## config.mk

```make
export PLATFORM = sky130hd
export DESIGN_NAME = bpfa_ctrl
export DESIGN_NICKNAME = d
export VERILOG_FILES = /design/src/hw/rtl/bpfa_pkg.sv /design/src/hw/rtl/bpfa_ctrl.sv
export SDC_FILE = /design/constraint.sdc
export NUM_CORES = 1
export LEC_CHECK = 0
export BUFFER_PORTS_ARGS = -buffer_cell sky130_fd_sc_hd__buf_4
export CORE_AREA = 2 2 39 41
export CTS_CLUSTER_SIZE = 8
export DETAILED_ROUTE_END_ITERATION = 10
export DIE_AREA = 0 0 41 43
export GPL_ROUTABILITY_DRIVEN = 0
export SLEW_MARGIN = 20
export SYNTH_ARGS = -nofsm -noshare
export SYNTH_HDL_FRONTEND = slang
export SYNTH_SLANG_ARGS = --single-unit
```

## constraint.sdc

```tcl
create_clock -name clk_i -period 1.26 [get_ports clk_i]
set_clock_uncertainty 0.15 [all_clocks]
set_input_delay 0.189 -clock clk_i [delete_from_list [all_inputs] [get_ports clk_i]]
set_output_delay 0.189 -clock clk_i [all_outputs]
set_load 0.1 [all_outputs]
```

## src/hw/rtl/bpfa_pkg.sv

```systemverilog
// shared types and constants of the bitmap page frame allocator
package bpfa_pkg;

  localparam int DEF_MAP_BYTES  = 4096;
  localparam int DEF_PAGE_BYTES = 4096;

  localparam int OPC_W  = 2;
  localparam int ADDR_W = 27;
  localparam int BCNT_W = 28;
  localparam int CFG_W  = 16;
  localparam int CFG_IDX_W = 1;

  localparam logic [CFG_W-1:0] RESV_RESET = 16'd512;

  typedef enum logic [OPC_W-1:0] {
    OP_INIT  = 2'd0,
    OP_ALLOC = 2'd1,
    OP_FREE  = 2'd2,
    OP_NONE  = 2'd3
  } opcode_e;

  typedef enum logic [CFG_IDX_W-1:0] {
    CFG_TOTAL_PAGES    = 1'b0,
    CFG_RESERVED_PAGES = 1'b1
  } cfg_idx_e;

  typedef enum logic [2:0] {
    DP_NOP,
    DP_LOAD,
    DP_PREP,
    DP_FILL,
    DP_SCAN,
    DP_WRITE,
    DP_RESULT
  } dp_cmd_e;

  typedef struct packed {
    opcode_e op;
    logic    fill_last;
    logic    scan_hit;
    logic    scan_miss;
    logic    rmw_empty;
    logic    rmw_last;
    logic    out_valid;
  } dp_stat_t;

endpackage

```

## src/hw/rtl/bpfa_ctrl.sv

```systemverilog
// sequencing state machine of the allocator
module bpfa_ctrl (
  input  logic               clk_i,
  input  logic               rst_ni,
  input  logic               in_valid_i,
  input  logic               out_ready_i,
  input  bpfa_pkg::dp_stat_t stat_i,
  output logic               in_ready_o,
  output bpfa_pkg::dp_cmd_e  cmd_o
);

  typedef enum logic [2:0] {
    ST_CLEAR,
    ST_IDLE,
    ST_PREP,
    ST_FILL,
    ST_SCAN,
    ST_RMW_RD,
    ST_RMW_WR,
    ST_DONE
  } state_e;

  state_e state_q;

  assign in_ready_o = (state_q == ST_IDLE) && (!stat_i.out_valid || out_ready_i);

  always_comb begin
    unique case (state_q)
      ST_CLEAR:  cmd_o = bpfa_pkg::DP_FILL;
      ST_IDLE:   cmd_o = (in_valid_i && in_ready_o) ? bpfa_pkg::DP_LOAD : bpfa_pkg::DP_NOP;
      ST_PREP:   cmd_o = bpfa_pkg::DP_PREP;
      ST_FILL:   cmd_o = bpfa_pkg::DP_FILL;
      ST_SCAN:   cmd_o = bpfa_pkg::DP_SCAN;
      ST_RMW_RD: cmd_o = bpfa_pkg::DP_NOP;
      ST_RMW_WR: cmd_o = bpfa_pkg::DP_WRITE;
      ST_DONE:   cmd_o = bpfa_pkg::DP_RESULT;
      default:   cmd_o = bpfa_pkg::DP_NOP;
    endcase
  end

  always_ff @(posedge clk_i or negedge rst_ni) begin
    if (!rst_ni) begin
      state_q <= ST_CLEAR;
    end else begin
      unique case (state_q)
        ST_CLEAR: begin
          if (stat_i.fill_last) state_q <= ST_IDLE;
        end
        ST_IDLE: begin
          if (in_valid_i && in_ready_o) state_q <= ST_PREP;
        end
        ST_PREP: begin
          unique case (stat_i.op)
            bpfa_pkg::OP_INIT:  state_q <= ST_FILL;
            bpfa_pkg::OP_ALLOC: state_q <= ST_SCAN;
            bpfa_pkg::OP_FREE:  state_q <= ST_RMW_RD;
            bpfa_pkg::OP_NONE:  state_q <= ST_DONE;
            default:            state_q <= ST_DONE;
          endcase
        end
        ST_FILL: begin
          if (stat_i.fill_last) state_q <= ST_DONE;
        end
        ST_SCAN: begin
          priority if (stat_i.scan_hit) state_q <= ST_RMW_RD;
          else if (stat_i.scan_miss)    state_q <= ST_DONE;
          else                          state_q <= ST_SCAN;
        end
        ST_RMW_RD: begin
          state_q <= stat_i.rmw_empty ? ST_DONE : ST_RMW_WR;
        end
        ST_RMW_WR: begin
          state_q <= stat_i.rmw_last ? ST_DONE : ST_RMW_RD;
        end
        ST_DONE: begin
          state_q <= ST_IDLE;
        end
        default: state_q <= ST_IDLE;
      endcase
    end
  end

endmodule

```

======== After elaboration in Yosys (flattened, before gate mapping) ========
Index checks and enable logic that the tools add are counted.
storage, ports and cells
  register bits after elaboration ......... 3
  output and inout bits ................... 4
operators by class
  equal/unequal tests ..................... 13
  multiplexer cells ....................... 11
  reductions and logical operators ........ 8
operators by type and width
  kind                  count
  $pmux W3 S8           1
  $pmux W3 S7           1
  $eq A3 B3 Y1 const B  4
  $pmux W3 S4           1
  $mux W3               3
  $eq A3 B2 Y1 const B  2
  $mux W2               3
  $eq A2 B2 Y1 const B  2
  $ne A2 B2 Y1 const B  2
  $eq A3 B1 Y1 const B  1
  $logic_not A3 Y1      1
  $reduce_and A3 Y1     1
  $eq A2 B1 Y1 const B  1
  $logic_and A1 B1 Y1   2
  $logic_not A2 Y1      1
  $mux W1               2
  $ne A2 B1 Y1 const B  1
  $reduce_or A2 Y1      1
  $logic_not A1 Y1      1
  $logic_or A1 B1 Y1    1

======== Logic depth before layout (Yosys ltp) ========
  depth after elaboration ................. 6
  mapped depth ............................ 5
  gate-level depth less buffers ........... 5

======== Worst setup path before layout ========
Ideal clock, no wire load.
  path type ............................... flip-flop to output port
  start point ............................. register state_q[2]
  end point ............................... output in_ready_o
  arrival ................................. 2804 ps
  data required time ...................... 921 ps
  slack ................................... -1883 ps
  cell stages (with the launch flop) ...... 3
  path buffers ............................ 1
  path through ............................ dfrtp_1 > buf_2 > nor3b_1
between the ends
  longest elaborated chain between the ends .. 2
RTL lines
  element                   line             text
  start: declaration        bpfa_ctrl.sv:23  state_e state_q;
  start signal: assignment  bpfa_ctrl.sv:70  state_q <= stat_i.rmw_empty ? ST_DONE : ST_RMW_WR;
  start signal: assignment  bpfa_ctrl.sv:73  state_q <= stat_i.rmw_last ? ST_DONE : ST_RMW_RD;
  $eq A3 B1 Y1              bpfa_ctrl.sv:25  assign in_ready_o = (state_q == ST_IDLE) && (!stat_i.out_valid || out_ready_i);
  $logic_and A1 B1 Y1       bpfa_ctrl.sv:25
  end: declaration          bpfa_ctrl.sv:8   output logic in_ready_o,
No other way between the ends.

======== Worst setup path in the final report ========
  start point ............................. register state_q[1]
  end point ............................... output cmd_o[0]
between the ends
  longest elaborated chain between the ends .. 5
RTL lines
  element              line                              text
  $eq A3 B1 Y1         bpfa_ctrl.sv:25, bpfa_ctrl.sv:28
  $logic_and A1 B1 Y1  bpfa_ctrl.sv:25
  $logic_and A1 B1 Y1  bpfa_ctrl.sv:30                   ST_IDLE: cmd_o = (in_valid_i && in_ready_o) ? bpfa_pkg::DP_LOAD : bpfa_pkg::DP_NOP;
  $mux W1              bpfa_ctrl.sv:30
  $pmux W3 S7 (*)      bpfa_ctrl.sv:28                   unique case (state_q)
  end: declaration     bpfa_ctrl.sv:9                    output bpfa_pkg::dp_cmd_e cmd_o
Mark *: on every way between the ends. The rest lies on a longest branch, timed or not.

==> key figures <==
Timing
  – Worst setup margin: -0.344 ns
  – F_max: between 600 and 700 MHz
  – Final Hold Slack: 0.0906 ns
  – Unrepaired setup endpoints after global routing: true
  – Final worst path period share: 127%
  – Final setup vio count: 7
  – Relative slew margins: 74.0%
  – Fin. Hold Viols: 0
  – Slew Viols, Final: 0
  – Worst-margin pin slew: 0.387 ns
  – Final min period: 1.60 ns

Clock tree
  – Clock root buffer: clkbuf_4
  – Clock buffer count from CTS: 3
  – CTS tree: yes
  – Clk Latency, worst-skew pair: 0.23 ns
  – Sink Count: 3
  – Clock slew at reported path FFs: roughly 0.04 ns
  – CTS H-tree depth: 1
  – Maximum clock insertion buffer count: 2

Setup path
  – FF-to-FF setup slack: -0.20 ns
  – Critical Path Fanout Max: 4
  – Crit path DAT: 1.26 ns
  – CP endpoint kind: output pin
  – WS Path Type: flip-flop to output pin
  – Cell family with most CP delay: flip-flops
  – CP bufs+invs: 1
  – Max stage delay on crit path: 0.41 ns
  – Critical Path Slowest Stage Cell: dfrtp_1
  – Worst Path Required: roughly 0.92 ns
  – Crit start category: flip-flop
  – CP Cell Sequence: nor3b_2 -> a21oi_2 -> o21a_4 -> buf_12

Die
  – Num rows: 14
  – Die X-Extent: 41 um
  – Die height: 43 um
  – DIE AREA: between 1500 and 2000 sq um
  – IO Count: 16
  – Initial Utilization: between 20 and 25%
  – Total core area: 1380 sq um

Route
  – Total Routed Length: around 1100 um
  – Residual DRC: 0
  – Via count: 401
  – Post-detailed-route count of antenna-violating nets: 0
  – Avg WL per Cell: 13.4 um
  – Initial DRT Pass Iterations: 4
  – Vias/cell: 4.72
  – DR iter-0 viols: 6

Final layout
  – Largest Register: state_q
  – Most frequent cells in the layout: 18 x buf_4, 5 x buf_6, 4 x buf_12
  – Total Nets Final: 84
  – Commonest non-fill, non-tap cell in the layout: buf_4
  – Share of cells above drive strength 1: 76.8%
  – Design area: 742 sq um
  – Area Overhead vs Synth: 141%
  – Number of flip-flops in the largest register: 3
  – Largest registers: state_q (3)
  – ANT cells: 0

Global routing
  – First-pass GRT wire length: 1550 um
  – Initial antenna violation count: 0
  – Total gr overflow: 0
  – Met1 Use GR: 12.9%
  – All-Layer GR Usage: 13.7%
  – Busiest metal layer after global routing: met2
  – Largest net degree at the start of global routing: 9
  – Met2 track demand over resource: 23.4%
  – Vias in the first global route: roughly 400
  – M3 GR Usage: 3.14%

Place
  – Post-Place Cell Area: 539 sq um
  – I/O Buffers: 15
  – DPL Wire Length: slightly below 700 um
  – Worst slack, placed: -0.202 ns

Synth
  – Distinct cells, synth: 20
  – Post-Synthesis Cell Area: between 300 and 400 sq um
  – Seq/Total Area, Yosys: 24.4%
  – Syn nets: 54
  – Synth Instances: 40
  – Post-synthesis sequential element count: 3
  – Synth warn: 0
  – Avg Inst Size Synth: just under 8 sq um

Run
  – Max_cap viols: 0

Run status
  – Status: finished with violations
  – Failing checks: setup timing

Hold path
  – Hold Crit Class: input port to flip-flop
[worst min-delay path, cell delays in order]
cell      delay, ns
buf_4          0.08
a211oi_2       0.06
nor3_2         0.09
[final timing paths]
path,to,start,depth (start not counted)
min in group asynchronous,state_q[2],rst_ni,2
max in group asynchronous,state_q[0],rst_ni,2
min,state_q[0],stat_i[2],3
max reg2reg,state_q[1],state_q[2],5
max,cmd_o[0],state_q[1],4
min reg2reg,state_q[2],state_q[1],2
[cells by family after synthesis]
| group | count (synthesis) | share of synthesized area [%] |
|---|---|---|
| simple gates | 16 | 31.7 |
| mux | 1 | 3.25 |
| flops | 3 | 24.4 |
| fa+ha+maj | 2 | 8.13 |
| compound gates | 11 | 22.8 |
| buf+inv | 7 | 9.75 |
[metrics by stage]
step	setup TNS, ns	cells	util, %
6_report	-1.53	85	53.6
5_1_grt	-1.77	85	53.6
4_1_cts	-1.44	84	49.0
3_5_place_dp	-0.716	78	39.0
3_3_place_gp	-0.705	78	39.0
2_1_floorplan	-1.07	40	-
[Yosys cell counts (all sizes together)]
library cell	instances	area (sq um)
a21oi	5	25.0
inv	4	15.0
nand2b	4	25.0
buf	3	15.0
dfrtp	3	75.1
nor3	3	15.0
nor3b	3	27.5
a211oi	2	15.0
ha	2	25.0
nor2	2	7.51
a21boi	1	7.51
a311oi	1	8.76
a31oi	1	6.26
and2	1	6.26
and3	1	6.26
mux2i	1	10.0
nand2	1	3.75
nor4	1	6.26
o21a	1	7.51
[timing repair]
action,4_1_cts,5_1_grt
hold buffers,1,0
pin swaps,3,7
endpoints found under the setup margin,7,7
resized for setup,25,13
buffers inserted,1,2
hold endpoints to repair,3,0
[area by class of cell]
cell class	count	area [sq um]
Clock buffer	4	26.3
Fill cell	121	642
Inverter	4	15.0
Multi-Input combinational cell	30	322
Sequential cell	3	77.6
Tap cell	16	20.0
Timing Repair Buffer	28	282
[routing by layer]
layer	vias to the layer above	wire [um]
li1	200	-
met1	187	426
met2	14	664
met3	0	49
met4	0	0
met5	-	0
Power is not shown: default switching activity piles up to over one toggle a cycle in this logic, so the estimate is an artifact.
